--- src/hdl/evp_pkg.sv ---
// ----------------------------------------------------------------------------
// evp_pkg: shared types and constants for the eased viewport pan block
// Operation codes, register indexes, step limits and the per-lane result.
// ----------------------------------------------------------------------------
`default_nettype none

package evp_pkg;

    localparam int COORD_W   = 16;
    localparam int FUNC_W    = 2;
    localparam int CFG_IDX_W = 8;
    localparam int STEP_W    = 4;

    localparam int SCREEN_WIDTH  = 320;
    localparam int SCREEN_HEIGHT = 240;

    localparam logic [COORD_W-1:0] HALF_W = COORD_W'(SCREEN_WIDTH / 2);
    localparam logic [COORD_W-1:0] HALF_H = COORD_W'(SCREEN_HEIGHT / 2);

    localparam logic [STEP_W-1:0] STEP_MIN = STEP_W'(1);
    localparam logic [STEP_W-1:0] STEP_MAX = STEP_W'(12);

    localparam logic [FUNC_W-1:0] FUNC_TICK      = 2'd0;
    localparam logic [FUNC_W-1:0] FUNC_PAN_NOW   = 2'd1;
    localparam logic [FUNC_W-1:0] FUNC_PAN_ANIM  = 2'd2;
    localparam logic [FUNC_W-1:0] FUNC_TO_SCREEN = 2'd3;

    localparam logic [CFG_IDX_W-1:0] REG_BOUND_MIN_X = 8'd0;
    localparam logic [CFG_IDX_W-1:0] REG_BOUND_MAX_X = 8'd1;
    localparam logic [CFG_IDX_W-1:0] REG_BOUND_MIN_Y = 8'd2;
    localparam logic [CFG_IDX_W-1:0] REG_BOUND_MAX_Y = 8'd3;

    typedef logic signed [COORD_W-1:0] coord_t;

    // What one axis lane hands to the merge stage
    typedef struct packed {
        coord_t pos;
        coord_t tgt;
        coord_t screen;
        logic   differs;
    } axis_res_t;

endpackage

`default_nettype wire

--- src/hdl/eased_viewport_pan.sv ---
// ----------------------------------------------------------------------------
// eased_viewport_pan: 2-D scroll position with eased panning
// Result: registered, valid in the cycle after the input transfer.
// Throughput: one item per cycle unless m_ready stalls a full result register;
//   both axis lanes and the state update settle within the accept cycle.
// Reset: aresetn low clears position, target, bounds and the result valid.
// ----------------------------------------------------------------------------
`default_nettype none

module eased_viewport_pan #(
    parameter int SCREEN_WIDTH  = evp_pkg::SCREEN_WIDTH,
    parameter int SCREEN_HEIGHT = evp_pkg::SCREEN_HEIGHT
) (
    input  wire logic                          aclk,
    input  wire logic                          aresetn,

    // Configuration write channel
    input  wire logic                          cfg_valid,
    output logic                               cfg_ready,
    input  wire logic [evp_pkg::CFG_IDX_W-1:0] cfg_index,
    input  wire logic [evp_pkg::COORD_W-1:0]   cfg_data,

    // Input item channel
    input  wire logic                          s_valid,
    output logic                               s_ready,
    input  wire logic [evp_pkg::FUNC_W-1:0]    s_func,
    input  wire evp_pkg::coord_t               s_world_x,
    input  wire evp_pkg::coord_t               s_world_y,

    // Result channel
    output logic                               m_valid,
    input  wire logic                          m_ready,
    output evp_pkg::coord_t                    m_view_x,
    output evp_pkg::coord_t                    m_view_y,
    output logic                               m_moved,
    output evp_pkg::coord_t                    m_screen_x,
    output evp_pkg::coord_t                    m_screen_y
);

    // Half-screen centering offsets handed to the lanes
    localparam logic [evp_pkg::COORD_W-1:0] HALF_X = (evp_pkg::COORD_W)'(SCREEN_WIDTH / 2);
    localparam logic [evp_pkg::COORD_W-1:0] HALF_Y = (evp_pkg::COORD_W)'(SCREEN_HEIGHT / 2);

    // Bound registers
    evp_pkg::coord_t min_x_reg, max_x_reg, min_y_reg, max_y_reg;

    // Scroll state
    evp_pkg::coord_t pos_x_reg, pos_y_reg, tgt_x_reg, tgt_y_reg;

    evp_pkg::axis_res_t res_x, res_y;
    logic               free;
    logic               accept;

    // Bound writes always complete; the user must write them only while idle, not enforced here
    assign cfg_ready = 1'b1;

    always_ff @(posedge aclk) begin
        if (!aresetn) begin
            min_x_reg <= '0;
            max_x_reg <= '0;
            min_y_reg <= '0;
            max_y_reg <= '0;
        end else if (cfg_valid) begin
            unique case (cfg_index)
                evp_pkg::REG_BOUND_MIN_X: min_x_reg <= cfg_data;
                evp_pkg::REG_BOUND_MAX_X: max_x_reg <= cfg_data;
                evp_pkg::REG_BOUND_MIN_Y: min_y_reg <= cfg_data;
                evp_pkg::REG_BOUND_MAX_Y: max_y_reg <= cfg_data;
                default: ;  // drop writes outside the register list
            endcase
        end
    end

    // Accept while the result register is empty or being drained this cycle
    assign s_ready = free;
    assign accept  = s_valid && s_ready;

    // One lane per axis, working side by side on the same item
    evp_axis #(
        .HALF (HALF_X)
    ) u_lane_x (
        .func  (s_func),
        .world (s_world_x),
        .cur   (pos_x_reg),
        .tgt   (tgt_x_reg),
        .lo    (min_x_reg),
        .hi    (max_x_reg),
        .res   (res_x)
    );

    evp_axis #(
        .HALF (HALF_Y)
    ) u_lane_y (
        .func  (s_func),
        .world (s_world_y),
        .cur   (pos_y_reg),
        .tgt   (tgt_y_reg),
        .lo    (min_y_reg),
        .hi    (max_y_reg),
        .res   (res_y)
    );

    // Advance the scroll state on every accepted transfer
    always_ff @(posedge aclk) begin
        if (!aresetn) begin
            pos_x_reg <= '0;
            pos_y_reg <= '0;
            tgt_x_reg <= '0;
            tgt_y_reg <= '0;
        end else if (accept) begin
            pos_x_reg <= res_x.pos;
            pos_y_reg <= res_y.pos;
            tgt_x_reg <= res_x.tgt;
            tgt_y_reg <= res_y.tgt;
        end
    end

    // Merge lanes into the result register
    evp_merge u_merge (
        .aclk       (aclk),
        .aresetn    (aresetn),
        .load       (accept),
        .func       (s_func),
        .res_x      (res_x),
        .res_y      (res_y),
        .free       (free),
        .m_valid    (m_valid),
        .m_ready    (m_ready),
        .m_view_x   (m_view_x),
        .m_view_y   (m_view_y),
        .m_moved    (m_moved),
        .m_screen_x (m_screen_x),
        .m_screen_y (m_screen_y)
    );

    // Every accepted transfer produces a result in the next cycle
    a_result_follows: assert property (
        @(posedge aclk) disable iff (!aresetn)
        accept |=> m_valid
    ) else $error("result missing after input transfer");

    // Immediate pan leaves the position on its target
    a_pan_now_settles: assert property (
        @(posedge aclk) disable iff (!aresetn)
        accept && (s_func == evp_pkg::FUNC_PAN_NOW) |=>
            (pos_x_reg == tgt_x_reg) && (pos_y_reg == tgt_y_reg)
    ) else $error("immediate pan left position off target");

    // Screen offsets are zero unless the transfer asked for them, and view X equals position X
    a_screen_zero: assert property (
        @(posedge aclk) disable iff (!aresetn)
        accept && (s_func != evp_pkg::FUNC_TO_SCREEN) |=>
            (m_screen_x == '0) && (m_screen_y == '0) && (m_view_x == pos_x_reg)
    ) else $error("screen offset or view mismatch");

endmodule

`default_nettype wire

--- src/hdl/evp_axis.sv ---
// ----------------------------------------------------------------------------
// evp_axis: one axis lane
// Clamped aim point, eased step toward the target, and world-to-screen offset.
// ----------------------------------------------------------------------------
`default_nettype none

module evp_axis #(
    parameter logic [evp_pkg::COORD_W-1:0] HALF = evp_pkg::HALF_W
) (
    input  wire logic [evp_pkg::FUNC_W-1:0] func,
    input  wire evp_pkg::coord_t            world,
    input  wire evp_pkg::coord_t            cur,
    input  wire evp_pkg::coord_t            tgt,
    input  wire evp_pkg::coord_t            lo,
    input  wire evp_pkg::coord_t            hi,
    output evp_pkg::axis_res_t              res
);

    evp_pkg::coord_t                  aim;
    evp_pkg::coord_t                  aim_c;
    evp_pkg::coord_t                  delta;
    logic [evp_pkg::COORD_W-1:0]      mag;
    logic [evp_pkg::COORD_W-5:0]      shifted;
    logic [evp_pkg::STEP_W-1:0]       step;
    logic                             snap;
    evp_pkg::coord_t                  eased;

    always_comb begin
        // Centering offset wraps before the clamp; on inverted bounds, aims below min take min, others max
        aim = world - $signed(HALF);
        if (aim < lo) begin
            aim_c = lo;
        end else if (aim > hi) begin
            aim_c = hi;
        end else begin
            aim_c = aim;
        end

        delta   = tgt - cur;
        mag     = delta[evp_pkg::COORD_W-1] ? -delta : delta;
        shifted = mag[evp_pkg::COORD_W-2:3];

        // Largest distance: magnitude wraps negative, step drops to the minimum
        if (mag[evp_pkg::COORD_W-1]) begin
            step = evp_pkg::STEP_MIN;
        end else if (shifted == '0) begin
            step = evp_pkg::STEP_MIN;
        end else if (shifted > (evp_pkg::COORD_W-4)'(evp_pkg::STEP_MAX)) begin
            step = evp_pkg::STEP_MAX;
        end else begin
            step = shifted[evp_pkg::STEP_W-1:0];
        end

        snap = mag <= evp_pkg::COORD_W'(step);
        if (snap) begin
            eased = tgt;
        end else if (delta[evp_pkg::COORD_W-1]) begin
            eased = cur - $signed(evp_pkg::COORD_W'(step));
        end else begin
            eased = cur + $signed(evp_pkg::COORD_W'(step));
        end

        res.differs = cur != tgt;
        res.screen  = '0;
        unique case (func)
            evp_pkg::FUNC_TICK: begin
                res.pos = eased;
                res.tgt = tgt;
            end
            evp_pkg::FUNC_PAN_NOW: begin
                res.pos = aim_c;
                res.tgt = aim_c;
            end
            evp_pkg::FUNC_PAN_ANIM: begin
                res.pos = cur;
                res.tgt = aim_c;
            end
            default: begin
                res.pos    = cur;
                res.tgt    = tgt;
                res.screen = world - cur;
            end
        endcase
    end

endmodule

`default_nettype wire

--- src/hdl/evp_merge.sv ---
// ----------------------------------------------------------------------------
// evp_merge: lane merge and result register
// Combine both lanes into one result and hold it until the transfer.
// ----------------------------------------------------------------------------
`default_nettype none

module evp_merge (
    input  wire logic                       aclk,
    input  wire logic                       aresetn,
    input  wire logic                       load,
    input  wire logic [evp_pkg::FUNC_W-1:0] func,
    input  wire evp_pkg::axis_res_t         res_x,
    input  wire evp_pkg::axis_res_t         res_y,
    output logic                            free,
    output logic                            m_valid,
    input  wire logic                       m_ready,
    output evp_pkg::coord_t                 m_view_x,
    output evp_pkg::coord_t                 m_view_y,
    output logic                            m_moved,
    output evp_pkg::coord_t                 m_screen_x,
    output evp_pkg::coord_t                 m_screen_y
);

    logic            valid_reg;
    logic            valid_next;
    evp_pkg::coord_t view_x_reg;
    evp_pkg::coord_t view_y_reg;
    logic            moved_reg;
    evp_pkg::coord_t screen_x_reg;
    evp_pkg::coord_t screen_y_reg;

    assign free = !valid_reg || m_ready;

    always_comb begin
        valid_next = valid_reg;
        if (load) begin
            valid_next = 1'b1;
        end else if (m_ready) begin
            valid_next = 1'b0;
        end
    end

    always_ff @(posedge aclk) begin
        if (!aresetn) begin
            valid_reg <= 1'b0;
        end else begin
            valid_reg <= valid_next;
        end
    end

    // Payload: load only, no reset needed
    always_ff @(posedge aclk) begin
        if (load) begin
            view_x_reg   <= res_x.pos;
            view_y_reg   <= res_y.pos;
            moved_reg    <= (func == evp_pkg::FUNC_TICK) && (res_x.differs || res_y.differs);
            screen_x_reg <= res_x.screen;
            screen_y_reg <= res_y.screen;
        end
    end

    assign m_valid    = valid_reg;
    assign m_view_x   = view_x_reg;
    assign m_view_y   = view_y_reg;
    assign m_moved    = moved_reg;
    assign m_screen_x = screen_x_reg;
    assign m_screen_y = screen_y_reg;

endmodule

`default_nettype wire
--- config.mk ---
export PLATFORM = sky130hd
export DESIGN_NAME = eased_viewport_pan
export DESIGN_NICKNAME = d
export VERILOG_FILES = /design/src/hdl/evp_pkg.sv /design/src/hdl/eased_viewport_pan.sv /design/src/hdl/evp_axis.sv /design/src/hdl/evp_merge.sv
export SDC_FILE = /design/constraint.sdc
export NUM_CORES = 1
export LEC_CHECK = 0
export ABC_AREA = 1
export BUFFER_PORTS_ARGS = -buffer_cell sky130_fd_sc_hd__buf_2
export CORE_ASPECT_RATIO = 1.75
export CORE_MARGIN = 3
export CORE_UTILIZATION = 55
export DETAILED_ROUTE_END_ITERATION = 6
export PLACE_DENSITY_LB_ADDON = 0.12
export SLEW_MARGIN = 25
export SYNTH_ARGS = -nofsm -noshare
export SYNTH_HDL_FRONTEND = slang
export SYNTH_SLANG_ARGS = --single-unit
--- constraint.sdc ---
create_clock -name aclk -period 13.57 [get_ports aclk]
set_input_delay 1.357 -clock aclk [delete_from_list [all_inputs] [get_ports aclk]]
set_output_delay 1.357 -clock aclk [all_outputs]
set_load 0.005 [all_outputs]
==> summary.txt <==
Synth
  – Proportion of register bits with asynchronous set or reset after synthesis: 0
  – Library cells used by synthesis: 50
  – Predominant post-synthesis flop cell: dfxtp_1
  – Warnings from Yosys: 0
  – Largest area contributor in the netlist: dfxtp_1
  – Synth top area cells: dfxtp_1 15%, nand2_1 15%, ha_1 13%
  – Leading cell type by number of instances after synthesis: nand2_1
  – Commonest cells in the synthesized netlist: 669 x nand2_1, 406 x inv_1, 282 x a21oi_1
  – Count of flip-flops with a built-in enable after synthesis: 65
  – Post-synthesis sequential area ratio: 0.2620
  – Average footprint of a synthesized cell: 6.541 um^2
  – Post-synth net total: 2,889
  – Post-Synthesis Cells: 2,646
  – Post-synthesis instance area: 17,310 um^2
  – Flop and latch count out of synthesis: 194
  – Share of the synthesized area in the top cell type: 0.1492

Clock network
  – Number of buffers on the longest clock path: 2
  – Clock transition at the register clock pins on the worst setup and hold paths after CTS: 0.08 ns
  – H-Tree Level Count: 4
  – Root buffer selected by CTS: clkbuf_16
  – Hold-fix buffer count after cts: 0
  – Sink count of the clock tree: 194
  – Buffers inserted by post-CTS timing repair: 0
  – CTS buffer count: 17
  – Clk_lat worst skew: 0.47 ns
  – CTS-repair resized insts: 0
  – Clock tree from TritonCTS: yes

Critical path
  – Nature of the critical path startpoint: flip-flop
  – Largest stage delay on the critical path: 0.47 ns
  – Worst setup EP type: flip-flop
  – Most common cell type on the critical path: nand2_1
  – Maximum net fanout on the critical path: 19
  – WP data arrival: 7.10 ns
  – Crit Path Category: reg -> reg
  – Data required time of the critical path: 13.80 ns
  – Cell with the biggest individual delay on the critical path: dfxtp_1
  – Register-to-register setup slack: 6.69 ns

Final layout
  – Number of antenna cells inserted: 0
  – Area grow syn2layout: 8.364%
  – Number of nets in the layout: 2,962
  – Share of cells above drive strength 1: 0.09114

STA
  – Worst slew margin relative to its limit: 0.3490
  – Slew at the pin closest to its max-slew limit: 0.9764 ns
  – Final slew viol count: 0
  – Worst-case clock skew: 0.01881 ns
  – Unrepaired setup endpoints after global routing: no
  – Fmax: 0.1454 GHz
  – Worst-case hold slack: 0.4780 ns
  – Share of the clock period used by the worst path after layout: 0.5068
  – Fin crit period: 6.877 ns
  – Number of hold violations in the final report: 0
  – Final setup violation count: 0
  – Post-Route Setup TNS: 0 ns

Min path
  – Hold WC Path Type: reg -> reg

Drt
  – Detailed-route DRC error count: 0
  – Via total after detailed routing: 17,880
  – Antenna Nets Post-Route: 0
  – Final wirelength: 59,980 um
  – DRC violation total after the first TritonRoute iteration: 1,092
  – TritonRoute pass-1 iters: 5
  – Routed vias/inst: 5.726
  – Drt wl/cell: 19.21 um

Floorplan
  – Core region area: 30,950 um^2
  – Area of the die: 33,710 um^2
  – Die Y: 240.7 um
  – Top-level I/O count: 131
  – Effective utilization at floorplan: 0.5592
  – Floorplan die width: 140.1 um
  – Site row count: 85

Global routing
  – Grt ovf: 0
  – Wire length of the first global-routing pass: 92,140 um
  – Vias in the first global route: 17,400
  – Antenna violations before repair: 3
  – Largest net degree at the start of global routing: 98
  – All-Layer GR Usage: 0.3523

Power
  – Sw Share: 0.4456
  – Fraction of power consumed by sequential logic: 0.297
  – Part of the total power dissipated in the clock network: 0.236
  – Worst-case vdd ir drop: 0.0001097 V
  – Switching power summed over all nets: 0.9967 mW
  – Total power per unit cell area: 119.3 nW/um^2
  – Leakage power figure: 9.346 nW
  – Share of power burned in combinational logic: 0.467
  – Internal power component: 1.240 mW

Place
  – Input/output buffers: 129
  – DP HPWL: 47,820 um
  – Routability congestion estimate from global placement: 1.008

Job
  – Maximum Capacitance Violations: 0

Outcome
  – Outcome: finished, final reports clean
placed cells by master (no fill, tap or decap), drive strengths merged, types with 21 or more instances in the layout:
master / count
ha: 174
nand4: 42
o21ai: 182
xor2: 43
edfxtp: 65
nor3: 21
dfxtp: 129
nand2: 689
nor2: 120
buf: 139
nand3: 285
a21oi: 296
inv: 426
per-layer routing:
| metal | GRT usage | up-vias | wire (um) |
|---|---|---|---|
| met5 | 0 | - | 39 |
| li1 | - | 8850 | - |
| met2 | 0.6658 | 623 | 31000 |
| met1 | 0.3214 | 8133 | 19810 |
| met3 | 0.04342 | 271 | 2377 |
| met4 | 0.3256 | 6 | 6743 |
cells by family (layout without fill, tap and decap cells):
logic type               count (synthesis)  in the layout  synth area share
flip-flops                             194            194            0.2620
AO/OA/AOI/OAI                          516            516            0.1588
buffers and inverters                  504            590            0.1129
adder cells (fa/ha/maj)                180            180            0.1327
other                                    1              1         0.0002167
XOR/XNOR                                61             61           0.03087
AND/OR/NAND/NOR                       1190           1190            0.3025
power by group through the flow:
stage                     registers, mW  clock network, mW  logic, mW
after global placement            0.676                  0       1.02
after floorplan                   0.673                  0      0.753
final                             0.665              0.527       1.05
after detailed placement          0.677                  0       1.03
after global routing              0.668              0.551       1.17
after CTS                         0.664              0.533       1.04
area by class of cell:
cell class	instances	area, um^2
clock buffers	20	459.2
clock inverters	12	130.1
fillers	3041	12190
inverters	419	1573
multi-input cells	1948	10840
flip-flops and latches	194	4534
well taps	391	489.2
repair buffers	139	724.4
through the flow:
step | area, um^2 | setup WS [ns] | cells | power (mW) | utilization
after global placement | 18150 | 6.727 | 3091 | 1.694 | 0.5866
after floorplan | 17310 | 8.275 | 2646 | 1.427 | -
after CTS | 18740 | 6.529 | 3123 | 2.232 | 0.6056
after detailed placement | 18150 | 6.563 | 3091 | 1.707 | 0.5866
final | 18750 | 6.693 | 3123 | 2.237 | 0.6060
after global routing | 18750 | 6.131 | 3123 | 2.388 | 0.6060
worst paths after layout:
path	startpoint	cells after the start	end
hold reg to reg	tgt_y_reg[0]	2	tgt_y_reg[0]
setup reg to reg	pos_y_reg[4]	39	u_merge.m_view_y[13]
hold / removal	tgt_y_reg[0]	2	tgt_y_reg[0]
setup / recovery	pos_y_reg[4]	39	u_merge.m_view_y[13]
worst max-delay path, delay by kind of cell (launching register included):
family | cells | cell delay [ns]
flip-flops | 1 | 0.47
XOR/XNOR | 1 | 0.15
buffers and inverters | 3 | 0.32
adder cells (fa/ha/maj) | 3 | 1.05
AO/OA/AOI/OAI | 6 | 1.53
AND/OR/NAND/NOR | 26 | 3.12
Power figures use the tool's default switching activity.
